`config.mk`:
```
export PLATFORM = sky130hd
export DESIGN_NAME = psi_fifo
export DESIGN_NICKNAME = d
export VERILOG_FILES = /design/src/rtl/core/pose_interpolator_lerp_nlerp_unit_defines.svh /design/src/rtl/core/psi_pkg.sv /design/src/rtl/core/psi_fifo.sv
export SDC_FILE = /design/constraint.sdc
export NUM_CORES = 1
export LEC_CHECK = 0
export BUFFER_PORTS_ARGS = -buffer_cell sky130_fd_sc_hd__buf_4
export CORE_MARGIN = 2
export CORE_UTILIZATION = 50
export DETAILED_ROUTE_END_ITERATION = 10
export GPL_ROUTABILITY_DRIVEN = 0
export HOLD_SLACK_MARGIN = 0.05
export PLACE_DENSITY = 0.88
export SLEW_MARGIN = 20
export SYNTH_ARGS = -nofsm -noshare
export SYNTH_HDL_FRONTEND = slang
export SYNTH_SLANG_ARGS = --single-unit
```
`constraint.sdc`:
```
create_clock -name aclk -period 3.5 [get_ports aclk]
set_input_delay 0 -clock aclk [delete_from_list [all_inputs] [get_ports aclk]]
set_output_delay 0 -clock aclk [all_outputs]
set_load 0.02 [all_outputs]
```
`src/rtl/core/pose_interpolator_lerp_nlerp_unit_defines.svh`:
```
// Assertion macros shared by the pose interpolator RTL
`ifndef POSE_INTERPOLATOR_LERP_NLERP_UNIT_DEFINES_SVH
`define POSE_INTERPOLATOR_LERP_NLERP_UNIT_DEFINES_SVH

// Property checked on every clock edge outside reset
`define PSI_ASSERT(lbl, prop, msg) \
    lbl: assert property (@(posedge aclk) disable iff (!aresetn) prop) else $error(msg);

// Condition that must never be seen outside reset
`define PSI_NEVER(lbl, expr, msg) \
    lbl: assert property (@(posedge aclk) disable iff (!aresetn) !(expr)) else $error(msg);

`endif

```
`src/rtl/core/psi_pkg.sv`:
```
// Shared types and constants of the pose interpolator
`default_nettype none
package psi_pkg;

    // operation codes
    localparam logic OP_PUSH  = 1'b0;
    localparam logic OP_QUERY = 1'b1;

    // result status codes
    localparam logic [2:0] ST_OK        = 3'd0;
    localparam logic [2:0] ST_CLAMP     = 3'd1;
    localparam logic [2:0] ST_ZERO_INT  = 3'd2;
    localparam logic [2:0] ST_ZERO_NORM = 3'd3;
    localparam logic [2:0] ST_FEW       = 3'd4;

    localparam logic [15:0] Q_ONE = 16'd16384;

    localparam int JOBQ_DEPTH = 2;

    // shared divider limits
    localparam int DIV_QW  = 25;
    localparam int DIV_CW  = 5;
    localparam int DIV_RW  = 34;

    // query class decided by the front end
    typedef enum logic [2:0] {
        JOB_FEW  = 3'd0,
        JOB_ZERO = 3'd1,
        JOB_LO   = 3'd2,
        JOB_HI   = 3'd3,
        JOB_DIV  = 3'd4
    } job_code_t;

    // one query with its keyframe snapshot
    typedef struct packed {
        job_code_t         code;
        logic [31:0]       num;
        logic [31:0]       den;
        logic [2:0][31:0]  old_tr;
        logic [2:0][31:0]  new_tr;
        logic [3:0][15:0]  old_q;
        logic [3:0][15:0]  new_q;
    } job_t;

    typedef struct packed {
        logic              start;
        logic [DIV_CW-1:0] steps;
        logic [31:0]       rem0;
        logic [31:0]       den;
    } div_req_t;

    typedef struct packed {
        logic              busy;
        logic              done;
        logic [DIV_QW-1:0] quot;
        logic [DIV_RW-2:0] rem;
    } div_rsp_t;

endpackage
`default_nettype wire

```
`src/rtl/core/psi_fifo.sv`:
```
// Short job queue between front end and back end
`default_nettype none
module psi_fifo #(
    parameter int W = 8
) (
    input  wire logic         aclk,
    input  wire logic         aresetn,
    input  wire logic         wr_en,
    input  wire logic [W-1:0] wr_data,
    output logic              full,
    input  wire logic         rd_en,
    output logic [W-1:0]      rd_data,
    output logic              empty
);
    localparam int DEPTH = psi_pkg::JOBQ_DEPTH;
    localparam int AW = (DEPTH > 1) ? $clog2(DEPTH) : 1;
    localparam int CW = $clog2(DEPTH + 1);

    logic [W-1:0]  mem_reg [DEPTH];
    logic [AW-1:0] wr_ptr_reg, rd_ptr_reg;
    logic [CW-1:0] count_reg;

    assign full    = (count_reg == CW'(DEPTH));
    assign empty   = (count_reg == '0);
    assign rd_data = mem_reg[rd_ptr_reg];

    // storage
    always_ff @(posedge aclk) begin
        if (wr_en) begin
            mem_reg[wr_ptr_reg] <= wr_data;
        end
    end

    // pointers and fill count
    always_ff @(posedge aclk) begin
        if (!aresetn) begin
            wr_ptr_reg <= '0;
            rd_ptr_reg <= '0;
            count_reg  <= '0;
        end else begin
            if (wr_en) begin
                wr_ptr_reg <= (wr_ptr_reg == AW'(DEPTH - 1)) ? '0 : wr_ptr_reg + 1'b1;
            end
            if (rd_en) begin
                rd_ptr_reg <= (rd_ptr_reg == AW'(DEPTH - 1)) ? '0 : rd_ptr_reg + 1'b1;
            end
            if (wr_en && !rd_en) begin
                count_reg <= count_reg + 1'b1;
            end else if (rd_en && !wr_en) begin
                count_reg <= count_reg - 1'b1;
            end
        end
    end
endmodule
`default_nettype wire

```
==> out/results.md <==
| Quantity | Reported |
|---|---|
| RSZ-0062 raised after global routing | no |
| Count of non-filler cells in the finished layout | 98 |
| Count of input and output buffers | 21 |
| Number of antenna violations at the first check in global routing | 0 |
| CTS sink cnt | 21 |
| Count of antenna diodes in the layout | 0 |
| Final routed wirelength across all metal layers | 1410 µm |
| Max-slew violations | 0 |
| Flip-flop count of the largest register, all copies and words added | 16 |
| Cell-by-cell trace of the critical path | nor2b_1 -> o21a_1 -> dlygate4sd3_1 |
| Growth of design area from synthesis to finish | 38.9% |
| Multi-input gate area in the final layout | 205 µm² |
| Num ports | 22 |
| Worst-path cell with the longest stage delay | sky130_fd_sc_hd__nor2b_1 |
| H-Tree Depth | 1 |
| Pin slew with the least headroom to its limit | 0.810 ns |
| Die Area | 1920 µm² |
| Inserted Clock Buffers | 3 |
| Largest net degree at the start of global routing | 12 |
| Total negative slack for setup checks | 0 ns |
| Maximum fanout along the worst path | 9 |
| Routed length per placed instance | 14.4 µm |
| First-pass GRT wire length | 2130 µm |
| Count of antenna-violating nets left after detailed routing | 0 |
| MaxCap Viol Count | 0 |
| CTS Root Cell | sky130_fd_sc_hd__clkbuf_4 |
| Post-route DRC | 0 |
| Type of the worst setup path | reg2reg |
| Kind of capture point of the worst setup path | flop |
| Storage element area | 581 µm² |
| Die height | 43.9 µm |
| Initial DRC Count | 8 |
| Post-synthesis sequential area ratio | 73.1% |
| Nets in the synthesized netlist | 60 |
| Core Area | 1510 µm² |
| Leakage power summed over all cells | 0.000442 µW |
| Total global routing track utilization | 15.7% |
| Post-layout minimum cycle time | 1.78 ns |
| Status | completed |
| Half-perimeter wire length after placement | 949 µm |
| Max IR drop VDD | 0.287 mV |
| Longest individual stage delay on the worst path | 0.63 ns |
| Total iterations of the first detailed-routing run | 4 |
| Site Rows | 14 |
| Kind of start point of the critical path | flop |
| Flip-flop and latch count after synthesis | 21 |
| Post-detailed-route via-to-cell ratio | 5.12 |
| Die W | 43.9 µm |
| Fillers | 106 |
| Crit share post-route | 50.8% |
| Fraction of layout cells with a size suffix above 1 | 40.2% |
| Inst Count DP | 83 |
| Avg Inst Size Synth | 16.9 µm² |
| Netlist cell types | 16 |
| Post-Syn Area | 795 µm² |
| Vias in the first global route | 518 |
| CTS tree | yes |
| Power density normalized to cell area | 459 nW/µm² |
| Post-Synthesis Cells | 47 |
| Post-cts repair resize count | 0 |
| Setup-failing EPs final | 0 |
| Worst slew slack as a fraction of its limit | 45.9% |
| Endpoint required time on the critical path | 3.74 ns |
| Initial core utilization | 52.7% |
| Post-layout nets | 96 |
| Upper clock frequency limit | 562 MHz |
| Worst Path Arrival | 2.02 ns |
| Final Hold Violating Endpoints | 0 |
| Worst-case clock buffer depth | 2 |
| Warnings from Yosys | 0 |
| Clock-pin slew on the worst setup and hold paths | 0.11 ns |
| Overflow left after global routing | 0 |
| Final clock skew | 0.00703 ns |
| Number of vias in the routed layout | 502 |
| Skew-Pair Late Insertion Delay | 0.30 ns |
| Worst min-delay path class | in2reg |
==> layout make-up <==
class,instances,area share [%]
repair buffers,32,24.3
multi-input cells,24,18.6
flip-flops and latches,21,52.6
inverters,1,0.340
well taps,16,1.81
clock buffers,4,2.38
==> report_power, final <==
group | internal [µW] | leakage [µW] | switching, µW
Clock | 44.3 | 0.0000150 | 70.2
Combinational | 53.5 | 0.000236 | 42.1
Sequential | 285 | 0.000192 | 10.7
==> per-layer routing <==
layer	global-route usage, %	vias up	share of wire [%]
met1	15.3	246	42
met3	3.75	0	5.0
li1	-	239	-
met2	31.2	17	53
met5	0	-	0
met4	5.45	0	0
==> synth_stat cells <==
master / count / share of area (%)
sky130_fd_sc_hd__edfxtp_1: 16 / 60
sky130_fd_sc_hd__xor2_1: 2 / 2.2
sky130_fd_sc_hd__xnor2_1: 1 / 1.1
sky130_fd_sc_hd__or3_1: 1 / 0.79
sky130_fd_sc_hd__nor2_1: 1 / 0.47
sky130_fd_sc_hd__and2b_2: 1 / 1.1
sky130_fd_sc_hd__o21ai_0: 1 / 0.63
sky130_fd_sc_hd__mux2_2: 8 / 11
sky130_fd_sc_hd__and2_1: 4 / 3.1
sky130_fd_sc_hd__dfxtp_1: 5 / 13
sky130_fd_sc_hd__o21a_1: 1 / 0.95
sky130_fd_sc_hd__inv_1: 1 / 0.47
sky130_fd_sc_hd__ha_1: 1 / 1.6
sky130_fd_sc_hd__buf_2: 1 / 0.63
sky130_fd_sc_hd__a21boi_1: 1 / 0.95
sky130_fd_sc_hd__nor2b_1: 2 / 1.6
==> worst max-delay path: cells and delay by family (launching register included) <==
kind	cells	cell delay, ns
DFF	1	0.34
and+or+nand+nor	1	0.63
buffers and inverters	1	0.54
AOI/OAI and AO/OA	1	0.22
==> final timing paths <==
| kind | slack (ns) | end | cells past startpoint | from |
|---|---|---|---|---|
| max reg2reg | 1.72 | wr_ptr_reg | 3 | wr_ptr_reg |
| min | 0.19 | count_reg[1] | 4 | wr_en |
| max | 1.72 | wr_ptr_reg | 3 | wr_ptr_reg |
| min reg2reg | 0.53 | count_reg[1] | 2 | count_reg[1] |
==> stage by stage <==
stage	hold slack [ns]	total power, µW	setup WS [ns]	instance area [µm²]	utilization [%]
2_1_floorplan	0.0989	349	2.40	795	-
3_3_place_gp	0.185	383	2.29	967	64.2
3_5_place_dp	0.187	389	2.17	967	64.2
4_1_cts	0.0507	506	1.72	1090	72.6
5_1_grt	0.236	525	1.63	1100	73.3
6_report	0.187	506	1.72	1100	73.3
==> repair_timing <==
| action | 4_1_cts | 5_1_grt |
|---|---|---|
| hold endpoints to repair | 21 | 1 |
| setup buffers | 0 | 0 |
| hold buffers | 10 | 1 |
==> cell families (layout without fill, tap and decap cells) <==
| kind of cell | Yosys count | in the layout | share of synthesized area, % |
|---|---|---|---|
| DFF | 21 | 21 | 73.1 |
| and+or+nand+nor | 9 | 9 | 7.09 |
| muxes | 8 | 8 | 11.3 |
| AOI/OAI and AO/OA | 3 | 3 | 2.52 |
| xor gates and xnor gates | 3 | 3 | 3.31 |
| buffers and inverters | 2 | 37 | 1.10 |
| adders and majority gates | 1 | 1 | 1.57 |
==> cells in the final DEF, fill, tap and decap left out <==
master,instances
sky130_fd_sc_hd__buf_4,21
sky130_fd_sc_hd__clkbuf_1,1
sky130_fd_sc_hd__xnor2_1,1
sky130_fd_sc_hd__dfxtp_1,5
sky130_fd_sc_hd__clkbuf_4,3
sky130_fd_sc_hd__dlygate4sd3_1,11
sky130_fd_sc_hd__edfxtp_1,16
sky130_fd_sc_hd__and2_1,4
sky130_fd_sc_hd__mux2_2,8
sky130_fd_sc_hd__nor2b_1,2
sky130_fd_sc_hd__ha_1,1
sky130_fd_sc_hd__a21boi_1,1
sky130_fd_sc_hd__o21a_1,1
sky130_fd_sc_hd__xor2_1,2
sky130_fd_sc_hd__and2b_2,1
sky130_fd_sc_hd__or3_1,1
sky130_fd_sc_hd__inv_1,1
sky130_fd_sc_hd__nor2_1,1
sky130_fd_sc_hd__o21ai_0,1
No activity file was read; power rests on OpenSTA's default activity.
