<file path="config.mk">
export PLATFORM = sky130hd
export DESIGN_NAME = psi_div
export DESIGN_NICKNAME = d
export VERILOG_FILES = /design/src/rtl/core/pose_interpolator_lerp_nlerp_unit_defines.svh /design/src/rtl/core/psi_pkg.sv /design/src/rtl/core/psi_div.sv
export SDC_FILE = /design/constraint.sdc
export NUM_CORES = 1
export LEC_CHECK = 0
export BUFFER_PORTS_ARGS = -buffer_cell sky130_fd_sc_hd__buf_4
export CAP_MARGIN = 30
export CORE_MARGIN = 2
export CORE_UTILIZATION = 45
export CTS_CLUSTER_DIAMETER = 80
export DETAILED_ROUTE_END_ITERATION = 10
export PLACE_DENSITY = 0.7
export SETUP_SLACK_MARGIN = 0.2
export SYNTH_ARGS = -nofsm -noshare
export SYNTH_HDL_FRONTEND = slang
export SYNTH_SLANG_ARGS = --single-unit
</file>
<file path="constraint.sdc">
create_clock -name aclk -period 7.8 [get_ports aclk]
set_input_delay 1.95 -clock aclk [delete_from_list [all_inputs] [get_ports aclk]]
set_output_delay 1.95 -clock aclk [all_outputs]
set_load 0.02 [all_outputs]
</file>
<file path="src/rtl/core/pose_interpolator_lerp_nlerp_unit_defines.svh">
// Assertion macros shared by the pose interpolator RTL
`ifndef POSE_INTERPOLATOR_LERP_NLERP_UNIT_DEFINES_SVH
`define POSE_INTERPOLATOR_LERP_NLERP_UNIT_DEFINES_SVH

// Property checked on every clock edge outside reset
`define PSI_ASSERT(lbl, prop, msg) \
    lbl: assert property (@(posedge aclk) disable iff (!aresetn) prop) else $error(msg);

// Condition that must never be seen outside reset
`define PSI_NEVER(lbl, expr, msg) \
    lbl: assert property (@(posedge aclk) disable iff (!aresetn) !(expr)) else $error(msg);

`endif

</file>
<file path="src/rtl/core/psi_pkg.sv">
// Shared types and constants of the pose interpolator
`default_nettype none
package psi_pkg;

    // operation codes
    localparam logic OP_PUSH  = 1'b0;
    localparam logic OP_QUERY = 1'b1;

    // result status codes
    localparam logic [2:0] ST_OK        = 3'd0;
    localparam logic [2:0] ST_CLAMP     = 3'd1;
    localparam logic [2:0] ST_ZERO_INT  = 3'd2;
    localparam logic [2:0] ST_ZERO_NORM = 3'd3;
    localparam logic [2:0] ST_FEW       = 3'd4;

    localparam logic [15:0] Q_ONE = 16'd16384;

    localparam int JOBQ_DEPTH = 2;

    // shared divider limits
    localparam int DIV_QW  = 25;
    localparam int DIV_CW  = 5;
    localparam int DIV_RW  = 34;

    // query class decided by the front end
    typedef enum logic [2:0] {
        JOB_FEW  = 3'd0,
        JOB_ZERO = 3'd1,
        JOB_LO   = 3'd2,
        JOB_HI   = 3'd3,
        JOB_DIV  = 3'd4
    } job_code_t;

    // one query with its keyframe snapshot
    typedef struct packed {
        job_code_t         code;
        logic [31:0]       num;
        logic [31:0]       den;
        logic [2:0][31:0]  old_tr;
        logic [2:0][31:0]  new_tr;
        logic [3:0][15:0]  old_q;
        logic [3:0][15:0]  new_q;
    } job_t;

    typedef struct packed {
        logic              start;
        logic [DIV_CW-1:0] steps;
        logic [31:0]       rem0;
        logic [31:0]       den;
    } div_req_t;

    typedef struct packed {
        logic              busy;
        logic              done;
        logic [DIV_QW-1:0] quot;
        logic [DIV_RW-2:0] rem;
    } div_rsp_t;

endpackage
`default_nettype wire

</file>
<file path="src/rtl/core/psi_div.sv">
// Shared restoring divider, one quotient bit per cycle
`default_nettype none
module psi_div (
    input  wire logic              aclk,
    input  wire logic              aresetn,
    input  wire psi_pkg::div_req_t req,
    output psi_pkg::div_rsp_t      rsp
);
    logic                          busy_reg, done_reg;
    logic [psi_pkg::DIV_CW-1:0]    cnt_reg;
    logic [psi_pkg::DIV_RW-1:0]    rem_reg;
    logic [psi_pkg::DIV_QW-1:0]    quot_reg;
    logic [31:0]                   den_reg;

    logic                          ge;
    logic [psi_pkg::DIV_RW-1:0]    r1;

    // compare and subtract; the partial remainder stays below the divisor
    always_comb begin
        ge = (rem_reg >= {2'b00, den_reg});
        r1 = ge ? (rem_reg - {2'b00, den_reg}) : rem_reg;
    end

    assign rsp.busy = busy_reg;
    assign rsp.done = done_reg;
    assign rsp.quot = quot_reg;
    assign rsp.rem  = rem_reg[psi_pkg::DIV_RW-1:1];

    always_ff @(posedge aclk) begin
        if (!aresetn) begin
            busy_reg <= 1'b0;
            done_reg <= 1'b0;
            cnt_reg  <= '0;
        end else begin
            done_reg <= 1'b0;
            if (req.start) begin
                busy_reg <= 1'b1;
                cnt_reg  <= req.steps;
            end else if (busy_reg) begin
                cnt_reg <= cnt_reg - 1'b1;
                if (cnt_reg == psi_pkg::DIV_CW'(1)) begin
                    busy_reg <= 1'b0;
                    done_reg <= 1'b1;
                end
            end
        end
    end

    // datapath
    always_ff @(posedge aclk) begin
        if (req.start) begin
            rem_reg  <= {2'b00, req.rem0};
            den_reg  <= req.den;
            quot_reg <= '0;
        end else if (busy_reg) begin
            rem_reg  <= {r1[psi_pkg::DIV_RW-2:0], 1'b0};
            quot_reg <= {quot_reg[psi_pkg::DIV_QW-2:0], ge};
        end
    end
endmodule
`default_nettype wire

</file>
==> summary.txt <==
Setup path
  – Worst EP required: 7.90 ns
  – Critical path data arrival time: 4.10 ns
  – CP Launch Point: rem_reg[0]$_SDFFCE_PN0P_
  – Capturing point of the worst reg2reg path: rem_reg[23]$_DFFE_PP_
  – Worst setup SP type: flip-flop
  – CP Capture Type: flip-flop
  – Type of the worst setup path: reg2reg
  – Reg2reg setup slack: 3.80 ns
  – Crit path max fanout: 27
  – FF-to-FF Start: rem_reg[0]$_SDFFCE_PN0P_
  – Reg2Reg Depth: 12
  – Crit path capture: rem_reg[23]$_DFFE_PP_

Yosys
  – Syn_area_per_cell: 9.46 um^2
  – Cell count after synthesis: 645
  – Seq/Total Area, Yosys: 42.7%
  – Top cell type's share of synthesized area: around a third
  – FF+latch count, synth: 98
  – Top_reg_cell synth: edfxtp_1
  – Async SR Flop Fraction: 0%
  – Top cells by area, synth: edfxtp_1 (32%), dfxtp_1 (11%), ha_1 (7.0%)
  – Post-Syn Area: 6100 um^2
  – Post-synth EDFFs: 64
  – Distinct cells, synth: 59
  – Post-Syn Nets: 752
  – Ys Warns: 0
  – Area leader, netlist: edfxtp_1

STA
  – RSZ-0062 raised after global routing: false
  – Setup Skew: 0.0128 ns
  – Final setup vio count: 0
  – Fin. Hold Viols: 0
  – Slew Viols, Final: 0
  – Final min period: about 4.0 ns
  – Worst-margin pin slew: 0.970 ns
  – Final WS setup: 3.80 ns
  – Setup tns final: 0 ns
  – Max Fclk: roughly 0.25 GHz
  – Fin crit share: 51.3%
  – Rel. slew slack: 35.3%

Clocking
  – CTS Buf Count: 9
  – CTS Sinks: 98
  – CTS Hold Bufs: 0
  – Clock input transition at the sequential cells of the worst setup and hold paths: 0.08 ns
  – CTS tree: yes
  – Clock Latency Late Sink: 0.36 ns
  – Setup repair bufs after CTS: 0
  – PostCTS Resize Cnt: 0
  – Root buffer cell: clkbuf_16
  – CTS Buffer Depth: 2
  – H-tree levels: 3

Place
  – Final HPWL DP: 10.3 mm
  – IO Port Bufs: 131
  – Pre-CTS setup slack: 3.39 ns
  – GPL Wtd Cong: about 0.95

Drt
  – Wire length per cell: 15.8 um
  – Detailed-route DRC error count: 0
  – ANT nets after route: 0
  – Routed Wire Length: ~14 mm
  – Drt via density: roughly 5.5
  – Initial DRC count: 284
  – Router iterations before antenna repair: 5
  – Vias: 4923

Layout
  – Synthesis-to-finish area growth: 18.5%
  – Utilization after layout: 54.6%
  – Max FFs per register: 34
  – Fillcell total: 1225
  – Nets: 827
  – Layout cells sized above 1: 22.2%
  – Number of antenna diodes: 0

Power
  – Switching pwr: 879 uW
  – Worst vdd ir: 139 uV
  – Sequential share of power: roughly 33%
  – Comb pwr share: 46.6%
  – Clock power frac: 20.9%
  – Pwr dens: between 300 and 400 nW/um^2
  – P_leak: 3.18 nW
  – Switch share: approximately two fifths
  – Internal: 1.30 mW

Floorplanning
  – Chip Width: 120 um
  – Die Footprint: 14500 um^2
  – Initial Util: 46.1%
  – IO Count: approximately 130
  – Std-Cell Rows: 42
  – Floorplan core area: 13200 um^2
  – Die H: 120 um

Global route
  – Initial antenna violation count: 0
  – Total grt overflow: 0
  – Largest net degree at the start of global routing: 72
  – GRT Overall Usage: 19.7%
  – Number of global-route vias before repair: approximately 4700
  – First-pass GRT wire length: 22.8 mm

Min path
  – Hold Path Class: reg2reg

Run
  – Max Cap Viol: 0

Status
  – Run status: completed
through the flow:
step	total power [mW]	hold slack [ns]	cell area [um^2]	std cells
4_1_cts	2.18	0.535	7230	901
3_3_place_gp	1.70	0.485	6920	885
3_5_place_dp	1.72	0.515	6920	885
6_report	2.18	0.530	7230	901
2_1_floorplan	1.51	0.521	6100	645
5_1_grt	2.32	0.557	7230	901
final cells by class:
class,count,area (um^2),area share (%)
Tap cell,176,220,3.05
Multi-Input combinational cell,437,2940,40.7
Sequential cell,98,2600,36.0
Inverter,40,150,2.08
Clock buffer,9,225,3.12
Timing Repair Buffer,134,1010,13.9
Clock inverter,7,78.8,1.09
cells in the mapped netlist, types with 3 or more instances:
cell type	count
or4_1	3
clkbuf_1	26
edfxtp_1	64
a211oi_1	3
nand3_1	9
o21ai_1	3
nand2_1	64
o211ai_1	3
nor3_1	5
a2bb2oi_1	9
a221o_1	4
o21ai_0	30
and2_1	7
dfxtp_1	34
xor2_1	11
a21o_1	17
xnor2_1	15
nor2_1	55
and3_1	7
buf_1	4
ha_1	34
nor2b_1	5
a21oi_1	43
a31oi_1	10
nor4b_1	3
o21a_1	4
a21boi_0	4
inv_1	39
a211o_1	4
buf_4	38
nand4_1	13
mux2i_1	38
or3_1	3
power groups by stage:
| stage | clock (mW) | combinational [mW] | sequential [mW] |
|---|---|---|---|
| 3_5_place_dp | 0 | 1.01 | 0.719 |
| 5_1_grt | 0.481 | 1.12 | 0.717 |
| 4_1_cts | 0.464 | 1.01 | 0.708 |
| 2_1_floorplan | 0 | 0.817 | 0.697 |
| 6_report | 0.456 | 1.01 | 0.707 |
| 3_3_place_gp | 0 | 0.988 | 0.714 |
how the worst min path moves through the flow:
stage | startpoint | end | slack, ns | cells after the start
2_1_floorplan | rem_reg[33]$_SDFFE_PP0P_ | rem_reg[33]$_SDFFE_PP0P_ | 0.52 | 2
3_3_place_gp | quot_reg[24]$_SDFFE_PP0P_ | quot_reg[24]$_SDFFE_PP0P_ | 0.49 | 2
3_5_place_dp | quot_reg[14]$_SDFFE_PP0P_ | quot_reg[14]$_SDFFE_PP0P_ | 0.52 | 2
4_1_cts | quot_reg[14]$_SDFFE_PP0P_ | quot_reg[14]$_SDFFE_PP0P_ | 0.53 | 2
5_1_grt | quot_reg[11]$_SDFFE_PP0P_ | quot_reg[11]$_SDFFE_PP0P_ | 0.56 | 2
6_report | quot_reg[14]$_SDFFE_PP0P_ | quot_reg[14]$_SDFFE_PP0P_ | 0.53 | 2
layer usage:
| metal | vias up | GRT usage (%) | part of all wire, % |
|---|---|---|---|
| met5 | - | 0 | 0 |
| met3 | 18 | 5.61 | 6.5 |
| met4 | 0 | 5.96 | 1.6 |
| li1 | 2437 | - | - |
| met2 | 142 | 33.2 | 48 |
| met1 | 2326 | 24.6 | 44 |
worst max-delay path: stages (launching register included):
cell and delay, ns:
edfxtp_1 0.36, inv_1 0.08, ha_1 0.16, inv_1 0.05, fa_1 0.39, a21o_1 0.21, a311oi_2 0.45, nor4_1 0.10
o31a_1 0.35, o211ai_2 0.25, a21o_1 0.80, nor2_1 0.16, a221o_1 0.37
layout by cell type, fill, tap and decap left out, types with 3 or more instances in the layout:
cell type and n:
nor4b_1 3, a31oi_1 10, nand4_1 13, dfxtp_1 33
o21ai_1 3, inv_8 4, o21a_1 4, a211oi_1 3
or3_1 3, nor2_1 55, xor2_1 11, and3_1 7
a21oi_1 42, o21ai_0 30, nand3_1 9, nor3_1 5
edfxtp_1 64, a221o_1 4, nor2b_1 5, a21boi_0 4
a2bb2oi_1 9, a211o_1 4, buf_4 134, mux2i_1 38
xnor2_1 15, and2_1 7, ha_1 34, o211ai_1 3
clkbuf_16 9, inv_1 39, or4_1 3, nand2_1 64
a21o_1 17
logic make-up (layout without fill, tap and decap cells):
kind of cell | Yosys count | after routing | synth area share (%)
and+or+nand+nor | 185 | 185 | 14.3
buffers and inverters | 110 | 190 | 9.15
muxes | 39 | 39 | 6.42
xor gates and xnor gates | 26 | 26 | 3.73
adders and majority gates | 35 | 35 | 7.30
DFF | 98 | 98 | 42.7
AOI/OAI and AO/OA | 152 | 152 | 16.5
Note: power is estimated with default switching activity, not from simulation.
