File: config.mk
export PLATFORM = sky130hd
export DESIGN_NAME = psi_front
export DESIGN_NICKNAME = d
export VERILOG_FILES = /design/src/rtl/core/pose_interpolator_lerp_nlerp_unit_defines.svh /design/src/rtl/core/psi_pkg.sv /design/src/rtl/core/psi_front.sv
export SDC_FILE = /design/constraint.sdc
export NUM_CORES = 1
export LEC_CHECK = 0
export BUFFER_PORTS_ARGS = -buffer_cell sky130_fd_sc_hd__buf_2
export CORE_MARGIN = 10
export CORE_UTILIZATION = 45
export DETAILED_ROUTE_END_ITERATION = 12
export PLACE_DENSITY = 0.7
export SYNTH_ARGS = -nofsm -noshare
export SYNTH_HDL_FRONTEND = slang
export SYNTH_SLANG_ARGS = --single-unit
File: constraint.sdc
create_clock -name aclk -period 9.9 [get_ports aclk]
set_input_delay 1.98 -clock aclk [delete_from_list [all_inputs] [get_ports aclk]]
set_output_delay 1.98 -clock aclk [all_outputs]
set_load 0.03 [all_outputs]
File: src/rtl/core/pose_interpolator_lerp_nlerp_unit_defines.svh
// Assertion macros shared by the pose interpolator RTL
`ifndef POSE_INTERPOLATOR_LERP_NLERP_UNIT_DEFINES_SVH
`define POSE_INTERPOLATOR_LERP_NLERP_UNIT_DEFINES_SVH

// Property checked on every clock edge outside reset
`define PSI_ASSERT(lbl, prop, msg) \
    lbl: assert property (@(posedge aclk) disable iff (!aresetn) prop) else $error(msg);

// Condition that must never be seen outside reset
`define PSI_NEVER(lbl, expr, msg) \
    lbl: assert property (@(posedge aclk) disable iff (!aresetn) !(expr)) else $error(msg);

`endif

File: src/rtl/core/psi_pkg.sv
// Shared types and constants of the pose interpolator
`default_nettype none
package psi_pkg;

    // operation codes
    localparam logic OP_PUSH  = 1'b0;
    localparam logic OP_QUERY = 1'b1;

    // result status codes
    localparam logic [2:0] ST_OK        = 3'd0;
    localparam logic [2:0] ST_CLAMP     = 3'd1;
    localparam logic [2:0] ST_ZERO_INT  = 3'd2;
    localparam logic [2:0] ST_ZERO_NORM = 3'd3;
    localparam logic [2:0] ST_FEW       = 3'd4;

    localparam logic [15:0] Q_ONE = 16'd16384;

    localparam int JOBQ_DEPTH = 2;

    // shared divider limits
    localparam int DIV_QW  = 25;
    localparam int DIV_CW  = 5;
    localparam int DIV_RW  = 34;

    // query class decided by the front end
    typedef enum logic [2:0] {
        JOB_FEW  = 3'd0,
        JOB_ZERO = 3'd1,
        JOB_LO   = 3'd2,
        JOB_HI   = 3'd3,
        JOB_DIV  = 3'd4
    } job_code_t;

    // one query with its keyframe snapshot
    typedef struct packed {
        job_code_t         code;
        logic [31:0]       num;
        logic [31:0]       den;
        logic [2:0][31:0]  old_tr;
        logic [2:0][31:0]  new_tr;
        logic [3:0][15:0]  old_q;
        logic [3:0][15:0]  new_q;
    } job_t;

    typedef struct packed {
        logic              start;
        logic [DIV_CW-1:0] steps;
        logic [31:0]       rem0;
        logic [31:0]       den;
    } div_req_t;

    typedef struct packed {
        logic              busy;
        logic              done;
        logic [DIV_QW-1:0] quot;
        logic [DIV_RW-2:0] rem;
    } div_rsp_t;

endpackage
`default_nettype wire

File: src/rtl/core/psi_front.sv
// Front end: keyframe store, query classification and time interval setup
`default_nettype none
module psi_front (
    input  wire logic                aclk,
    input  wire logic                aresetn,
    input  wire logic                s_valid,
    output logic                     s_ready,
    input  wire logic                s_operation,
    input  wire logic [31:0]         s_sample_time,
    input  wire logic signed [31:0]  s_in_tx,
    input  wire logic signed [31:0]  s_in_ty,
    input  wire logic signed [31:0]  s_in_tz,
    input  wire logic signed [15:0]  s_in_qx,
    input  wire logic signed [15:0]  s_in_qy,
    input  wire logic signed [15:0]  s_in_qz,
    input  wire logic signed [15:0]  s_in_qw,
    input  wire logic                jobq_full,
    output logic                     jobq_wr,
    output psi_pkg::job_t            jobq_data
);
    logic [31:0]      older_time_reg, newer_time_reg;
    logic [2:0][31:0] older_tr_reg, newer_tr_reg;
    logic [3:0][15:0] older_q_reg, newer_q_reg;
    logic [1:0]       held_reg;

    logic               xfer;
    logic signed [33:0] num_raw, den_raw, num_n, den_n;

    assign s_ready = !jobq_full;
    assign xfer    = s_valid && s_ready;
    assign jobq_wr = xfer && (s_operation == psi_pkg::OP_QUERY);

    // signed interval, flipped to a positive denominator
    always_comb begin
        num_raw = $signed({2'b00, s_sample_time}) - $signed({2'b00, older_time_reg});
        den_raw = $signed({2'b00, newer_time_reg}) - $signed({2'b00, older_time_reg});
        num_n   = den_raw[33] ? -num_raw : num_raw;
        den_n   = den_raw[33] ? -den_raw : den_raw;
    end

    // classify the query and snapshot the keyframes
    always_comb begin
        jobq_data.num    = num_n[31:0];
        jobq_data.den    = den_n[31:0];
        jobq_data.old_tr = older_tr_reg;
        jobq_data.new_tr = newer_tr_reg;
        jobq_data.old_q  = older_q_reg;
        jobq_data.new_q  = newer_q_reg;
        if (held_reg < 2'd2) begin
            jobq_data.code = psi_pkg::JOB_FEW;
        end else if (den_raw == '0) begin
            jobq_data.code = psi_pkg::JOB_ZERO;
        end else if (num_n[33]) begin
            jobq_data.code = psi_pkg::JOB_LO;
        end else if (num_n > den_n) begin
            jobq_data.code = psi_pkg::JOB_HI;
        end else begin
            jobq_data.code = psi_pkg::JOB_DIV;
        end
    end

    // keyframe shift on push
    always_ff @(posedge aclk) begin
        if (!aresetn) begin
            older_time_reg <= '0;
            newer_time_reg <= '0;
            older_tr_reg   <= '0;
            newer_tr_reg   <= '0;
            older_q_reg    <= '0;
            newer_q_reg    <= '0;
            held_reg       <= '0;
        end else if (xfer && (s_operation == psi_pkg::OP_PUSH)) begin
            older_time_reg <= newer_time_reg;
            newer_time_reg <= s_sample_time;
            older_tr_reg   <= newer_tr_reg;
            newer_tr_reg   <= {s_in_tz, s_in_ty, s_in_tx};
            older_q_reg    <= newer_q_reg;
            newer_q_reg    <= {s_in_qw, s_in_qz, s_in_qy, s_in_qx};
            if (held_reg < 2'd2) begin
                held_reg <= held_reg + 1'b1;
            end
        end
    end
endmodule
`default_nettype wire

==> results of run 1 <==
## final cells by class
| type | instances | area share, % |
|---|---|---|
| flip-flops and latches | 386 | 30.2 |
| inverters | 76 | 1.11 |
| multi-input cells | 2087 | 48.1 |
| clock inverters | 14 | 0.723 |
| well taps | 600 | 2.93 |
| repair buffers | 599 | 12.0 |
| diodes | 12 | 0.117 |
| clock buffers | 57 | 4.80 |
## through the flow
stage	cell area, sq um	hold slack [ns]	util (%)	setup slack (ns)
finish	25600	0.459	56.1	0.423
global route	25600	0.478	56.0	-0.0643
CTS	25500	0.463	55.9	0.0976
detailed placement	24100	0.456	52.8	0.124
global placement	24100	0.449	52.8	0.308
floorplan	20900	0.443	-	0.508
## routing by layer
metal | global-route usage (%) | share of wire (%) | up-vias
li1 | - | - | 10100
met3 | 7.26 | 9.2 | 159
met2 | 43.9 | 48 | 873
met4 | 9.22 | 3.3 | 2
met1 | 31.4 | 40 | 9882
met5 | 0 | 0.014 | -
## worst register-to-register path: stages, from the launching register on
cell and delay, ns:
dfxtp_1 0.36, or3_1 0.38, a21boi_0 0.17
## logic make-up after synthesis
kind of cell             after synthesis
buffers and inverters                243
XOR/XNOR                             108
adder cells (fa/ha/maj)              101
AO/OA/AOI/OAI                        725
multiplexers                           7
AND/OR/NAND/NOR                     1145
other                                  1
flip-flops                           386
## cell usage in the layout (no fill, tap or decap), types with 11 or more instances in the layout
master     instances
nand2_1          852
buf_2            584
a21boi_0         389
dfxtp_1          386
a21oi_1          104
nor2_1           102
ha_1              99
inv_1             76
xnor2_1           70
o21ai_0           63
clkbuf_16         43
xor2_1            38
a21o_1            38
nand3_1           27
nor3_1            20
and2_1            18
o211ai_1          17
a31oi_1           17
nand4_1           17
and3_1            15
or3_1             14
diode_2           12
nor4_1            11
clkbuf_8          11
buf_4             11
## repair_timing
item	4_1_cts	5_1_grt
setup endpoints to repair	0	3
setup buffers	0	1
gates resized for setup	0	7
## report_power, final
part	internal [uW]	switching, uW	total, uW	leakage, uW
combinational	567	1110	1680	0.00711
sequential	1580	26.8	1610	0.00312
clock	948	646	1590	0.000683
## worst min path at each step
stage | to | slack [ns] | cells past startpoint
finish | jobq_data[239] | 0.46 | 2
global route | jobq_data[87] | 0.48 | 2
CTS | jobq_data[87] | 0.46 | 2
detailed placement | jobq_data[87] | 0.46 | 2
global placement | jobq_data[79] | 0.45 | 2
floorplan | older_time_reg[10] | 0.44 | 2
==> impl_results.md, run 1 <==
- Post-synthesis simple-gate area fraction: 23.2%
- CP bufs+invs: 4
- Complex-gate fraction of the synthesized area: 24.4%
- Clk_skew: 0.0260 ns
- Reg area: 7730 sq um
- Peak VDD IR: 0.213 mV
- Largest net degree at the start of global routing: 245
- Most used DFF post-synth: dfxtp_1
- Hold Path Class: flop to flop
- Total wire length: 77.5 mm
- Layout cell share with drive strength beyond 1: 21.7%
- Crit path DAT: 7.50 ns
- Crit-path slowest cell: fa_1
- Endpoint class of the critical path: output port
- Antenna viol nets, final: 0
- Critical Path Max Stage Delay: 0.42 ns
- Clk Latency, worst-skew pair: 0.56 ns
- Combinational family with the most area after synthesis: compound AO/OA/AOI/OAI gates
- Inst Count DP: 3747
- Cell row count: 78
- Peak Freq: 106 MHz
- Initial Util: 45.8%
- Vias in the first global route: 19900
- Slew Viols, Final: 0
- Min-Delay Startpoint: jobq_data[239]
- Worst R2R End: held_reg[0]
- CP Class: primary input to output port
- Syn Std Cell Area: 20900 sq um
- Register-to-register setup slack: 8.91 ns
- Count leader, synth: nand2_1
- Clock buffer count from CTS: 42
- Die Width: 236 microns
- Async SR Flop Fraction: 0%
- Maxcap violations: 0
- Initial antenna violation count: 24
- CTS tree: done
- Number of synthesized register bits: 386
- P per Cell Area: 191 nW/um^2
- Post-Layout Cell Count: 3831
- Vias/cell: 5.50
- Top post-synthesis cells by count: nand2_1, a21boi_0, dfxtp_1
- XOR/XNOR share of the synthesized area: 4.52%
- Max reg flops: 320
- WP data required: 7.92 ns
- Reg clk slew, reported paths: 0.06 ns
- Synth warnings: 0
- GRT Util Overall: 26.2%
- Outcome: finished clean
- Max Buffers Root-to-Sink: 3
- Number of enable flip-flop cells after synthesis: 0
- P_leak: 0.0109 uW
- Crit path from: s_sample_time[0]
- Drt pass-1 iters: 8
- First-pass GRT wire length: 116 mm
- Final setup violation count: 0
- Power, Total: 4890 uW
- Vias: 21100
- R2r startpoint: held_reg[1]
- Cts hold-fix bufs: 0
- Clk sink count: 386
- Final Cycle Share: 95.7%
- Wire length per cell: 20.2 microns
- Top post-synthesis cells by area: dfxtp_1, nand2_1, a21boi_0, ha_1, xnor2_1
- Clock Root Buffer: clkbuf_16
- Vert. Die Dim: 236 microns
- Adder-cell share of the synthesized area: 6.11%
- Tightest Pin Transition: 1.10 ns
- Nets: 3490
- Mux cell area share after synthesis: 0.341%
- Startpoint Class: primary input
- Depth of the most critical reg-to-reg path: 2
- Synth cell types: 92
- I/O Buffers: 585
- Post-route minimum period: 9.48 ns
- Critical path endpoint: jobq_data[384]
- H-tree levels: 2
- # DRC: 0
- GR Overflow Total: 0
- Core area: 45700 sq um
- Final setup TNS: 0 ns
- Die area: 55600 sq um
- Critical Path Stages: 26
- Post-Synthesis Net Count: 3014
- Multi-input gate area: 12300 sq um
- Synthesized area per cell: 7.71 sq um
- DR iter-0 viols: 2073
- Synth top area share: 36.9%
- Top Family by Delay on Critical Path: compound AO/OA/AOI/OAI gates
- Critical path peak fanout: 6
- GP Congestion: 1.01
- Sequential-to-total area share from yosys stat: 36.9%
- Fillers: 4321
- Total I/O pin count: 586
- Post-Synthesis Cells: 2716
- DPL Wire Length: 60.3 mm
- Final hold vios: 0
- Area Overhead vs Synth: 22.3%
- Relative slew margins: 26.6%
- Yosys top cell by area: dfxtp_1
Power figures use the tool's default switching activity.
==> run 2, diff against run 1 <==
--- a/config.mk
+++ b/config.mk
@@ -6,10 +6,13 @@
 export NUM_CORES = 1
 export LEC_CHECK = 0
 export BUFFER_PORTS_ARGS = -buffer_cell sky130_fd_sc_hd__buf_2
+export CELL_PAD_IN_SITES_DETAIL_PLACEMENT = 1
+export CELL_PAD_IN_SITES_GLOBAL_PLACEMENT = 2
 export CORE_MARGIN = 10
-export CORE_UTILIZATION = 45
+export CORE_UTILIZATION = 27
+export CTS_BUF_LIST = sky130_fd_sc_hd__clkbuf_2
 export DETAILED_ROUTE_END_ITERATION = 12
-export PLACE_DENSITY = 0.7
+export PLACE_DENSITY_LB_ADDON = 0.1
 export SYNTH_ARGS = -nofsm -noshare
 export SYNTH_HDL_FRONTEND = slang
 export SYNTH_SLANG_ARGS = --single-unit
==> constraint.sdc (replaced) <==
create_clock -name aclk -period 7.7 [get_ports aclk]
set_input_delay 1.54 -clock aclk [delete_from_list [all_inputs] [get_ports aclk]]
set_output_delay 1.54 -clock aclk [all_outputs]
set_load 0.03 [all_outputs]
==> run 2 against run 1 <==
Clock power down 7%. Worst setup slack got worse by 0.80 ns. Die area grew 60%. Critical path depth is the same. Flip-flop and latch count is the same. Critical path type is now flop to output port. Core utilization down 19 points. Hold slack got worse by 0.023 ns. Global-route usage down 5.5 points. The run now ends with negative setup slack left. Total power grew 33%. Via count grew 5.8%. Clock-buffer cell count up 86.
==> impl_results.md, run 2 (synthesis results as in run 1) <==
- Outcome: complete, but fails checks
- Violated checks: negative setup slack
- CP Class: flop to output port
- Worst setup margin: -0.373 ns
- DR iter-0 viols: 814
- Relative slew margins: 15.9%
- Vias in the first global route: 23900
- H-tree levels: 3
- Crit path DAT: 6.53 ns
- Post-route minimum period: 8.07 ns
- Antenna viol nets, final: 0
- GP Congestion: 0.838
- Largest net degree at the start of global routing: 252
- Most frequent cells in the layout: nand2_1, buf_2, a21boi_0, dfxtp_1, buf_4
- Reg clk slew, reported paths: 0.09 ns
- Peak Freq: 124 MHz
- Clock buffer count from CTS: 107
- RSZ-0062 raised after global routing: true
- Post-layout util: 37.4%
- Vias/cell: 4.74
- Critical path peak fanout: 5
- I/O Buffers: 585
- # DRC: 0
- Sw frac: 40.4%
- GR Overflow Total: 0
- P per Cell Area: 225 nW/um^2
- Max Buffers Root-to-Sink: 3
- Core area: 77200 sq um
- Hold Path Class: flop to flop
- Drt pass-1 iters: 4
- Sequential power share: 31.7%
- Final instance area: 28900 sq um
- Nets: 3887
- CTS tree: done
- Post-placement cell area: 27100 sq um
- Commonest non-fill, non-tap cell in the layout: nand2_1
- GRT Util Overall: 20.6%
- DPL Wire Length: 75.5 mm
- Die Width: 298 microns
- Clock Root Buffer: clkbuf_2
- Wire length per cell: 20.4 microns
- Die area: 89100 sq um
- Total wire length: 96.0 mm
- Cts hold-fix bufs: 0
- Net Switching: 2630 uW
- Tightest Pin Transition: 1.26 ns
- Endpoint class of the critical path: output port
- Startpoint Class: flop
- Final hold vios: 0
- Initial Util: 27.1%
- Power share of the combinational group: 45.6%
- Clock Power Share: 22.7%
- Maxcap violations: 0
- Layout cell share with drive strength beyond 1: 33.2%
- P_leak: 0.0128 uW
- Final setup TNS: -1.04 ns
- Max reg flops: 320
- Final setup violation count: 3
- Clk sink count: 386
- Cell row count: 102
- WP data required: 6.16 ns
- Peak VDD IR: 0.0895 mV
- Slew Viols, Final: 0
- Vias: 22300
- Power Internal: 3880 uW
- Total I/O pin count: 586
- Final Cycle Share: 105%
- Clk_skew: 0.0980 ns
- Area Overhead vs Synth: 38.1%
- Clk Latency, worst-skew pair: 1.12 ns
- First-pass GRT wire length: 145 mm
- Vert. Die Dim: 298 microns
- Register-to-register setup slack: 6.69 ns
- Initial antenna violation count: 28
## run 2: changes by cell type in the layout (fill, tap and decap cells not counted), sizes merged, moves of 2 or more
cell,change
buf,+332
clkbuf,+86
clkinv,+17
clkinvlp,-2
diode,-6
inv,+2
## run 2: worst paths after layout
check | cells after the start | end | from
min | 2 | jobq_data[101] | jobq_data[37]
max reg2reg | 2 | held_reg[0] | held_reg[1]
max | 26 | jobq_data[385] | newer_time_reg[0]
min reg2reg | 2 | jobq_data[101] | jobq_data[37]
## run 2: per-layer routing
layer  track usage [%]  vias up  part of all wire [%]
met5                 0        -                  0.26
met4              5.11       38                   2.0
met3              8.14      146                   8.0
met2              37.8      484                    51
met1              21.7    10700                    39
li1                  -    11000                     -
## run 2: cell type report
type                    instances  area, sq um
clock buffers                 143          716
fillers                      9576        48300
well taps                    1040         1300
repair buffers                931         5680
diodes                          6         15.0
clock inverters                30          191
inverters                      76          285
flip-flops and latches        386         7740
multi-input cells            2087        13000
## run 2: worst max-delay path, stage by stage (launching register included)
cell and delay [ns]:
dfxtp_2 0.34, inv_2 0.04, ha_4 0.15, fa_2 0.40, nor2b_2 0.14, o211ai_1 0.09
buf_4 0.17, buf_6 0.13, a211oi_4 0.22, o31ai_2 0.12, a22oi_2 0.24, or4b_4 0.53
buf_4 0.15, or3_4 0.38, buf_4 0.15, o21ai_1 0.15, xnor2_1 0.13, ha_1 0.32
nand4_1 0.17, nor4_4 0.34, a221oi_2 0.09, o21ai_2 0.09, a21o_1 0.17, mux2i_2 0.29
buf_4 0.18, o21ba_4 0.12, buf_6 0.12
## run 2: per-stage QoR
step / cells / setup slack (ns) / total power, uW / hold slack [ns]
floorplan: 2716 / 0.00880 / 3670 / 0.443
global placement: 4471 / -0.513 / 4760 / 0.450
detailed placement: 4471 / -0.537 / 4830 / 0.457
CTS: 4686 / -0.547 / 6630 / 0.443
global route: 4696 / -0.825 / 7000 / 0.454
finish: 4699 / -0.373 / 6510 / 0.435
## run 2: power groups by stage
stage               sequential [uW]  combinational, uW  clock [uW]
floorplan                      2170               1500           0
finish                         2060               2970        1480
global placement               2110               2650           0
global route                   2070               3230        1690
CTS                            2070               2980        1580
detailed placement             2110               2720           0
## run 2: repair_timing
item                       in CTS  in global routing
hold endpoints to repair        0                  0
resized for setup             106                 14
gates cloned                    1                  0
pin swaps                      50                 24
buffers inserted               42                  7
setup endpoints to repair       3                  3
