===== src/rtl/core/pose_interpolator_lerp_nlerp_unit_defines.svh =====
// Assertion macros shared by the pose interpolator RTL
`ifndef POSE_INTERPOLATOR_LERP_NLERP_UNIT_DEFINES_SVH
`define POSE_INTERPOLATOR_LERP_NLERP_UNIT_DEFINES_SVH

// Property checked on every clock edge outside reset
`define PSI_ASSERT(lbl, prop, msg) \
    lbl: assert property (@(posedge aclk) disable iff (!aresetn) prop) else $error(msg);

// Condition that must never be seen outside reset
`define PSI_NEVER(lbl, expr, msg) \
    lbl: assert property (@(posedge aclk) disable iff (!aresetn) !(expr)) else $error(msg);

`endif


===== src/rtl/core/psi_pkg.sv =====
// Shared types and constants of the pose interpolator
`default_nettype none
package psi_pkg;

    // operation codes
    localparam logic OP_PUSH  = 1'b0;
    localparam logic OP_QUERY = 1'b1;

    // result status codes
    localparam logic [2:0] ST_OK        = 3'd0;
    localparam logic [2:0] ST_CLAMP     = 3'd1;
    localparam logic [2:0] ST_ZERO_INT  = 3'd2;
    localparam logic [2:0] ST_ZERO_NORM = 3'd3;
    localparam logic [2:0] ST_FEW       = 3'd4;

    localparam logic [15:0] Q_ONE = 16'd16384;

    localparam int JOBQ_DEPTH = 2;

    // shared divider limits
    localparam int DIV_QW  = 25;
    localparam int DIV_CW  = 5;
    localparam int DIV_RW  = 34;

    // query class decided by the front end
    typedef enum logic [2:0] {
        JOB_FEW  = 3'd0,
        JOB_ZERO = 3'd1,
        JOB_LO   = 3'd2,
        JOB_HI   = 3'd3,
        JOB_DIV  = 3'd4
    } job_code_t;

    // one query with its keyframe snapshot
    typedef struct packed {
        job_code_t         code;
        logic [31:0]       num;
        logic [31:0]       den;
        logic [2:0][31:0]  old_tr;
        logic [2:0][31:0]  new_tr;
        logic [3:0][15:0]  old_q;
        logic [3:0][15:0]  new_q;
    } job_t;

    typedef struct packed {
        logic              start;
        logic [DIV_CW-1:0] steps;
        logic [31:0]       rem0;
        logic [31:0]       den;
    } div_req_t;

    typedef struct packed {
        logic              busy;
        logic              done;
        logic [DIV_QW-1:0] quot;
        logic [DIV_RW-2:0] rem;
    } div_rsp_t;

endpackage
`default_nettype wire


===== src/rtl/core/psi_back.sv =====
// Back end: fraction, lerp, quaternion normalization and result register
`default_nettype none
`include "pose_interpolator_lerp_nlerp_unit_defines.svh"
module psi_back #(
    parameter int FRACTION_BITS = 16
) (
    input  wire logic                aclk,
    input  wire logic                aresetn,
    input  wire logic                job_valid,
    input  wire psi_pkg::job_t       job_data,
    output logic                     job_pop,
    output psi_pkg::div_req_t        div_req,
    input  wire psi_pkg::div_rsp_t   div_rsp,
    output logic                     m_valid,
    input  wire logic                m_ready,
    output logic signed [31:0]       m_out_tx,
    output logic signed [31:0]       m_out_ty,
    output logic signed [31:0]       m_out_tz,
    output logic signed [15:0]       m_out_qx,
    output logic signed [15:0]       m_out_qy,
    output logic signed [15:0]       m_out_qz,
    output logic signed [15:0]       m_out_qw,
    output logic [2:0]               m_status
);
    localparam int TW = FRACTION_BITS + 1;
    localparam int PW = 34 + TW + 1;
    localparam logic signed [PW-1:0] HALF = PW'(1) << (FRACTION_BITS - 1);
    localparam int SQ_STEPS = 17;

    typedef enum logic [9:0] {
        S_IDLE  = 10'b00_0000_0001,
        S_TWAIT = 10'b00_0000_0010,
        S_DOT   = 10'b00_0000_0100,
        S_MUL   = 10'b00_0000_1000,
        S_ADD   = 10'b00_0001_0000,
        S_SQ    = 10'b00_0010_0000,
        S_SQRT  = 10'b00_0100_0000,
        S_QDIV  = 10'b00_1000_0000,
        S_QWAIT = 10'b01_0000_0000,
        S_OUT   = 10'b10_0000_0000
    } state_t;

    state_t             state_reg;
    psi_pkg::job_t      job_reg;
    logic [TW-1:0]      t_reg;
    logic [2:0]         idx_reg;
    logic [4:0]         cnt_reg;
    logic signed [33:0] dot_reg;
    logic signed [PW-1:0] prod_reg;
    logic [31:0]        res_t_reg [3];
    logic signed [17:0] q_reg [4];
    logic [15:0]        oq_reg [4];
    logic [33:0]        sum_reg;
    logic [16:0]        root_reg;
    logic [18:0]        srem_reg;
    logic [2:0]         status_reg;
    logic               m_valid_reg;

    logic [1:0]         qi;
    logic               flip;
    logic signed [33:0] a_sel, b_sel, nq, diff, shifted, lerp_v;
    logic signed [TW:0] t_s;
    logic signed [PW-1:0] prod_rnd;
    logic signed [31:0] dot_p;
    logic signed [35:0] sq_p;
    logic [20:0]        rem2, trial;
    logic               sq_ge;
    logic signed [17:0] q_cur;
    logic [17:0]        qmag;
    logic [33:0]        rsum;
    logic               rinc;
    logic [15:0]        rq, rsat;
    logic               out_free;

    assign qi       = 2'(idx_reg - 3'd3);
    assign flip     = dot_reg[33] || (dot_reg == '0);
    assign t_s      = $signed({1'b0, t_reg});
    assign out_free = !m_valid_reg || m_ready;
    assign job_pop  = (state_reg == S_IDLE) && job_valid;

    // lerp operand select: translations first, then the quaternion
    always_comb begin
        if (idx_reg < 3'd3) begin
            a_sel = 34'($signed(job_reg.old_tr[idx_reg[1:0]]));
            nq    = 34'($signed(job_reg.new_tr[idx_reg[1:0]]));
            b_sel = nq;
        end else begin
            a_sel = 34'($signed(job_reg.old_q[qi]));
            nq    = 34'($signed(job_reg.new_q[qi]));
            b_sel = flip ? -nq : nq;
        end
        diff     = b_sel - a_sel;
        prod_rnd = prod_reg + HALF;
        shifted  = 34'(prod_rnd >>> FRACTION_BITS);
        lerp_v   = a_sel + shifted;
    end

    // dot product term, square term and one root digit
    always_comb begin
        dot_p = $signed(job_reg.old_q[idx_reg[1:0]]) * $signed(job_reg.new_q[idx_reg[1:0]]);
        sq_p  = q_reg[idx_reg[1:0]] * q_reg[idx_reg[1:0]];
        rem2  = {srem_reg, sum_reg[33:32]};
        trial = {2'b00, root_reg, 2'b01};
        sq_ge = (rem2 >= trial);
    end

    // component scaling with half-up rounding and saturation
    always_comb begin
        q_cur = q_reg[idx_reg[1:0]];
        qmag  = q_cur[17] ? 18'(-q_cur) : 18'(q_cur);
        rsum  = {1'b0, div_rsp.rem} + 34'(root_reg >> 1);
        rinc  = (rsum >= 34'(root_reg));
        rq    = 16'(div_rsp.quot[14:0]) + 16'(rinc);
        rsat  = (rq > psi_pkg::Q_ONE) ? psi_pkg::Q_ONE : rq;
    end

    // divider requests: fraction at job start, components later
    always_comb begin
        div_req = '0;
        if (job_pop && (job_data.code == psi_pkg::JOB_DIV)) begin
            div_req.start = 1'b1;
            div_req.steps = psi_pkg::DIV_CW'(TW);
            div_req.rem0  = job_data.num;
            div_req.den   = job_data.den;
        end else if (state_reg == S_QDIV) begin
            div_req.start = 1'b1;
            div_req.steps = psi_pkg::DIV_CW'(15);
            div_req.rem0  = 32'(qmag);
            div_req.den   = 32'(root_reg);
        end
    end

    // sequencer
    always_ff @(posedge aclk) begin
        if (!aresetn) begin
            state_reg <= S_IDLE;
            idx_reg   <= '0;
            cnt_reg   <= '0;
        end else begin
            case (state_reg)
                S_IDLE: begin
                    if (job_valid) begin
                        idx_reg <= '0;
                        case (job_data.code)
                            psi_pkg::JOB_FEW:  state_reg <= S_OUT;
                            psi_pkg::JOB_ZERO: state_reg <= S_OUT;
                            psi_pkg::JOB_DIV:  state_reg <= S_TWAIT;
                            default:           state_reg <= S_DOT;
                        endcase
                    end
                end
                S_TWAIT: begin
                    if (div_rsp.done) begin
                        state_reg <= S_DOT;
                    end
                end
                S_DOT: begin
                    if (idx_reg == 3'd3) begin
                        idx_reg   <= '0;
                        state_reg <= S_MUL;
                    end else begin
                        idx_reg <= idx_reg + 1'b1;
                    end
                end
                S_MUL: state_reg <= S_ADD;
                S_ADD: begin
                    if (idx_reg == 3'd6) begin
                        idx_reg   <= '0;
                        state_reg <= S_SQ;
                    end else begin
                        idx_reg   <= idx_reg + 1'b1;
                        state_reg <= S_MUL;
                    end
                end
                S_SQ: begin
                    if (idx_reg == 3'd3) begin
                        idx_reg   <= '0;
                        cnt_reg   <= '0;
                        state_reg <= S_SQRT;
                    end else begin
                        idx_reg <= idx_reg + 1'b1;
                    end
                end
                S_SQRT: begin
                    cnt_reg <= cnt_reg + 1'b1;
                    if (cnt_reg == 5'(SQ_STEPS - 1)) begin
                        state_reg <= ({root_reg[15:0], sq_ge} == '0) ? S_OUT : S_QDIV;
                    end
                end
                S_QDIV: state_reg <= S_QWAIT;
                S_QWAIT: begin
                    if (div_rsp.done) begin
                        if (idx_reg == 3'd3) begin
                            state_reg <= S_OUT;
                        end else begin
                            idx_reg   <= idx_reg + 1'b1;
                            state_reg <= S_QDIV;
                        end
                    end
                end
                S_OUT: begin
                    if (out_free) begin
                        state_reg <= S_IDLE;
                    end
                end
                default: state_reg <= S_IDLE;
            endcase
        end
    end

    // datapath registers
    always_ff @(posedge aclk) begin
        case (state_reg)
            S_IDLE: begin
                job_reg <= job_data;
                dot_reg <= '0;
                for (int i = 0; i < 3; i++) res_t_reg[i] <= '0;
                for (int i = 0; i < 4; i++) oq_reg[i] <= '0;
                case (job_data.code)
                    psi_pkg::JOB_FEW:  status_reg <= psi_pkg::ST_FEW;
                    psi_pkg::JOB_ZERO: status_reg <= psi_pkg::ST_ZERO_INT;
                    psi_pkg::JOB_LO: begin
                        status_reg <= psi_pkg::ST_CLAMP;
                        t_reg      <= '0;
                    end
                    psi_pkg::JOB_HI: begin
                        status_reg <= psi_pkg::ST_CLAMP;
                        t_reg      <= {1'b1, {FRACTION_BITS{1'b0}}};
                    end
                    default: status_reg <= psi_pkg::ST_OK;
                endcase
            end
            S_TWAIT: begin
                if (div_rsp.done) begin
                    t_reg <= div_rsp.quot[TW-1:0];
                end
            end
            S_DOT: dot_reg <= dot_reg + 34'(dot_p);
            S_MUL: prod_reg <= diff * t_s;
            S_ADD: begin
                if (idx_reg < 3'd3) begin
                    res_t_reg[idx_reg[1:0]] <= lerp_v[31:0];
                end else begin
                    q_reg[qi] <= lerp_v[17:0];
                end
                sum_reg <= '0;
            end
            S_SQ: begin
                sum_reg  <= sum_reg + sq_p[33:0];
                root_reg <= '0;
                srem_reg <= '0;
            end
            S_SQRT: begin
                srem_reg <= sq_ge ? 19'(rem2 - trial) : rem2[18:0];
                root_reg <= {root_reg[15:0], sq_ge};
                sum_reg  <= {sum_reg[31:0], 2'b00};
                if ((cnt_reg == 5'(SQ_STEPS - 1)) && ({root_reg[15:0], sq_ge} == '0)) begin
                    status_reg <= psi_pkg::ST_ZERO_NORM;
                end
            end
            S_QWAIT: begin
                if (div_rsp.done) begin
                    oq_reg[idx_reg[1:0]] <= q_cur[17] ? 16'(-rsat) : rsat;
                end
            end
            default: ;
        endcase
    end

    // result register
    always_ff @(posedge aclk) begin
        if (!aresetn) begin
            m_valid_reg <= 1'b0;
        end else if ((state_reg == S_OUT) && out_free) begin
            m_valid_reg <= 1'b1;
        end else if (m_ready) begin
            m_valid_reg <= 1'b0;
        end
    end

    always_ff @(posedge aclk) begin
        if ((state_reg == S_OUT) && out_free) begin
            m_out_tx <= res_t_reg[0];
            m_out_ty <= res_t_reg[1];
            m_out_tz <= res_t_reg[2];
            m_out_qx <= oq_reg[0];
            m_out_qy <= oq_reg[1];
            m_out_qz <= oq_reg[2];
            m_out_qw <= oq_reg[3];
            m_status <= status_reg;
        end
    end

    assign m_valid = m_valid_reg;

    `PSI_ASSERT(a_div_start_idle, div_req.start |-> !div_rsp.busy, "divider restarted while busy")
    `PSI_ASSERT(a_pop_nonempty, job_pop |-> job_valid, "job popped from empty queue")
    `PSI_ASSERT(a_done_expected, div_rsp.done |-> (state_reg == S_TWAIT || state_reg == S_QWAIT), "unexpected divider result")
    `PSI_NEVER(a_pop_busy, job_pop && div_rsp.busy, "new job while divider busy")
endmodule
`default_nettype wire


===== config.mk =====
export PLATFORM = sky130hd
export DESIGN_NAME = psi_back
export DESIGN_NICKNAME = d
export VERILOG_FILES = /design/src/rtl/core/psi_pkg.sv /design/src/rtl/core/psi_back.sv
export VERILOG_INCLUDE_DIRS = /design/src /design/src/rtl/core
export SDC_FILE = /design/constraint.sdc
export NUM_CORES = 2
export LEC_CHECK = 0
export BUFFER_PORTS_ARGS = -buffer_cell sky130_fd_sc_hd__buf_2
export CAP_MARGIN = 20
export CORE_UTILIZATION = 50
export DETAILED_ROUTE_END_ITERATION = 8
export MAX_ROUTING_LAYER = met4
export PLACE_DENSITY_LB_ADDON = 0.3
export SYNTH_ARGS = -nofsm -noshare
export SYNTH_HDL_FRONTEND = slang
export SYNTH_SLANG_ARGS = --single-unit

===== constraint.sdc =====
create_clock -name aclk -period 33.8 [get_ports aclk]
set_clock_uncertainty 0.05 [all_clocks]
set_input_delay 3.38 -clock aclk [delete_from_list [all_inputs] [get_ports aclk]]
set_output_delay 3.38 -clock aclk [all_outputs]
set_load 0.05 [all_outputs]

==> metrics <==
status=completed; Num CTS Buffers=99; Remaining Overflow, GRT=0; all-layer global routing usage=29.2%; clock sink count=893; Initial Util=50.3%; sequential area share after synthesis=32.5%; Post-Syn Area=81800 sq um; Post-synth EDFFs=872; maximum fanout count along the critical path=34; fraction of the mapped netlist area in adder cells=34.9%; wirelength, routed=232000 microns; element type at the critical path end=flop; count of TritonRoute iterations in the first routing pass=9; number of cell rows=148; combinational family with the most area after synthesis=adder cells; startpoint type of the worst setup path=flop; Die Y=407 microns; average routed wire per standard cell=22.2 microns; hold-fix buffers at CTS=0; clock transition time at the flip-flop clock pins of the worst setup and hold paths=0.06 ns; Fmax=0.0658 GHz; maximum clock insertion buffer count=3; count of H-tree levels built during CTS=3; share of Yosys cell area claimed by the top area cell type=32.0%; max reg flops=320; clock tree from TritonCTS=done; register-to-register setup slack=18.59 ns; number of DRC violations after detailed routing=0; violation count after the first detailed-routing iteration=4244; Final Hold Viols=0; vias in the first global route=59400; synthesized-area fraction occupied by and/or/nand/nor cells=11.9%; register bit total from synthesis=893; critical path type=reg -> reg; yosys warns=0; endpoint of the worst setup timing path=prod_reg[47]$_DFFE_PP_; initial antenna violation count=33; Sum Neg Setup Slack=0 ns; IO buf count=676; ratio of cells with drive above 1 in the final layout=13.7%; highest cell delay on the worst timing path=0.69 ns; MaxCap Viol Count=0; setup repair after global routing missed its margin=no; xor and xnor area share after synthesis=3.14%; M2 GR Usage=46.4%; number of nets with antenna violations after routing=0; P&R area growth vs syn=11.7%; cell accounting for the most synthesized area=sky130_fd_sc_hd__edfxtp_1; headroom to the max-slew limit=21.6%; wire length of the first global-routing pass=349000 microns; final slew viol count=0; family with the most delay on the worst path=adder cells; Final HPWL DP=183000 microns; worst hold path stage count=0; Most common cell on crit path=sky130_fd_sc_hd__fa_1; placeable core region=163000 sq um; required time at the endpoint of the critical path=34.28 ns; GR Layer Usage met1=36.0%; Period Utilization, post-route=45.0%; pin count of the biggest net entering global routing=72; clock root buffer master=sky130_fd_sc_hd__clkbuf_16; most instantiated library cell after synthesis=sky130_fd_sc_hd__inv_1; Setup Fix Bufs, Post-CTS=0; Post-Syn Area per Cell=10.8 sq um; Synth area leaders=sky130_fd_sc_hd__edfxtp_1 32%, sky130_fd_sc_hd__fa_1 28%, sky130_fd_sc_hd__ha_1 7.0%, sky130_fd_sc_hd__inv_1 6.5%, sky130_fd_sc_hd__nand2_1 3.4%; setup violators final=0; most frequent cells after synthesis=1415 x sky130_fd_sc_hd__inv_1, 1139 x sky130_fd_sc_hd__fa_1, 872 x sky130_fd_sc_hd__edfxtp_1; die area=165000 sq um; Final Wtd Congestion=0.927; global routing usage on met3=5.90%; WP buf/inv=7; number of primary I/O pins=686; Hold WS=0.362 ns; Async SR Flop Fraction=0%; Critical R2R Capture=prod_reg[47]$_DFFE_PP_; final period demand of the worst path=15.21 ns; critical path's slowest cell=sky130_fd_sc_hd__dfxtp_4; worst r2r path cells=46; Vias/cell=5.47; synthesized-area fraction occupied by ao, oa, aoi and oai cells=6.46%; class of the most critical hold timing path=reg -> reg; arrival time at the worst endpoint=15.69 ns; CP startpoint=idx_reg[0]$_SDFFE_PN0P_; GRT Max-Usage Layer=met2; total number of vias=57100; worst skew pair latency=0.77 ns; commonest register cell after synthesis=sky130_fd_sc_hd__edfxtp_1; slew at the pin closest to its max-slew limit=1.18 ns; post-synthesis mux area share=3.19%; net count after synthesis=9603; die width=407 microns; CTS resizes=0; Cells after Synth=7556; number of different library cells in the post-synthesis netlist=90; Reg2Reg Launch Point=idx_reg[0]$_SDFFE_PN0P_; final net count=10200; depth of the critical timing path with buffers and inverters included=46
## worst min path at each step
stage	start	endpoint	slack (ns)
4_1_cts	res_t_reg[0][28]$_SDFFCE_PN0P_	m_out_tx[28]$_DFFE_PP_	0.36
3_5_place_dp	oq_reg[3][15]$_DFFE_PP_	m_out_qw[15]$_DFFE_PP_	0.35
3_3_place_gp	res_t_reg[0][19]$_SDFFCE_PN0P_	m_out_tx[19]$_DFFE_PP_	0.35
2_1_floorplan	oq_reg[3][0]$_DFFE_PP_	m_out_qw[0]$_DFFE_PP_	0.35
6_report	res_t_reg[0][28]$_SDFFCE_PN0P_	m_out_tx[28]$_DFFE_PP_	0.36
5_1_grt	oq_reg[3][11]$_DFFE_PP_	m_out_qw[11]$_DFFE_PP_	0.37
## layer usage
layer | wire length [microns] | up-vias
li1 | - | 25500
met1 | 90300 | 28800
met2 | 110000 | 2271
met3 | 19700 | 421
met4 | 11500 | 0
met5 | 0 | -
## cell usage in the layout, fill, tap and decap left out, types with 53 or more instances in the layout
cell type,count
sky130_fd_sc_hd__inv_1,1414
sky130_fd_sc_hd__fa_1,1139
sky130_fd_sc_hd__edfxtp_1,872
sky130_fd_sc_hd__nand2_1,737
sky130_fd_sc_hd__buf_2,676
sky130_fd_sc_hd__nor2_1,498
sky130_fd_sc_hd__ha_1,456
sky130_fd_sc_hd__and2_1,378
sky130_fd_sc_hd__a21oi_1,224
sky130_fd_sc_hd__xnor2_1,181
sky130_fd_sc_hd__o21ai_0,154
sky130_fd_sc_hd__clkbuf_16,99
sky130_fd_sc_hd__buf_4,97
sky130_fd_sc_hd__nor2b_1,94
sky130_fd_sc_hd__a21o_1,92
sky130_fd_sc_hd__xor2_1,89
sky130_fd_sc_hd__mux2i_1,77
sky130_fd_sc_hd__nand3_1,73
sky130_fd_sc_hd__nor3_1,63
sky130_fd_sc_hd__mux2_2,57
sky130_fd_sc_hd__nand2b_1,57
sky130_fd_sc_hd__mux4_2,53
## cell families (layout without fill, tap and decap cells)
group / count (synthesis) / after routing
xor gates and xnor gates: 291 / 291
AOI/OAI and AO/OA: 815 / 815
muxes: 187 / 187
DFF: 893 / 893
and+or+nand+nor: 2068 / 2068
adders and majority gates: 1599 / 1599
other: 0 / 27
buffers and inverters: 1703 / 2382
## worst register-to-register path, delay by kind of cell, from the launching register on
family / cells / cell delay, ns
adders and majority gates: 10 / 4.43
and+or+nand+nor: 12 / 3.11
AOI/OAI and AO/OA: 11 / 2.88
buffers and inverters: 7 / 1.99
xor gates and xnor gates: 4 / 1.08
muxes: 2 / 0.77
DFF: 1 / 0.69
## final cells by class
cell class / count / area (sq um)
Timing Repair Buffer: 776 / 4160
Sequential cell: 893 / 26600
Clock buffer: 112 / 2530
Multi-Input combinational cell: 4960 / 49000
Antenna cell: 27 / 67.6
Clock inverter: 71 / 880
Tap cell: 2175 / 2720
Inverter: 1423 / 5350
Fill cell: 13900 / 71200
## metrics by stage
| stage | util [%] | std cells | instance area (sq um) | setup slack [ns] |
|---|---|---|---|---|
| 4_1_cts | 56.1 | 10400 | 91300 | 18.67 |
| 5_1_grt | 56.2 | 10400 | 91300 | 17.92 |
| 3_5_place_dp | 54.0 | 10200 | 87900 | 18.67 |
| 6_report | 56.2 | 10400 | 91400 | 18.59 |
| 3_3_place_gp | 54.0 | 10200 | 87900 | 18.79 |
| 2_1_floorplan | - | 7556 | 81800 | 21.10 |
Power is left out: the tool's default activity adds up to more than one toggle a clock period on the data nets, which glitch-free logic cannot reach.
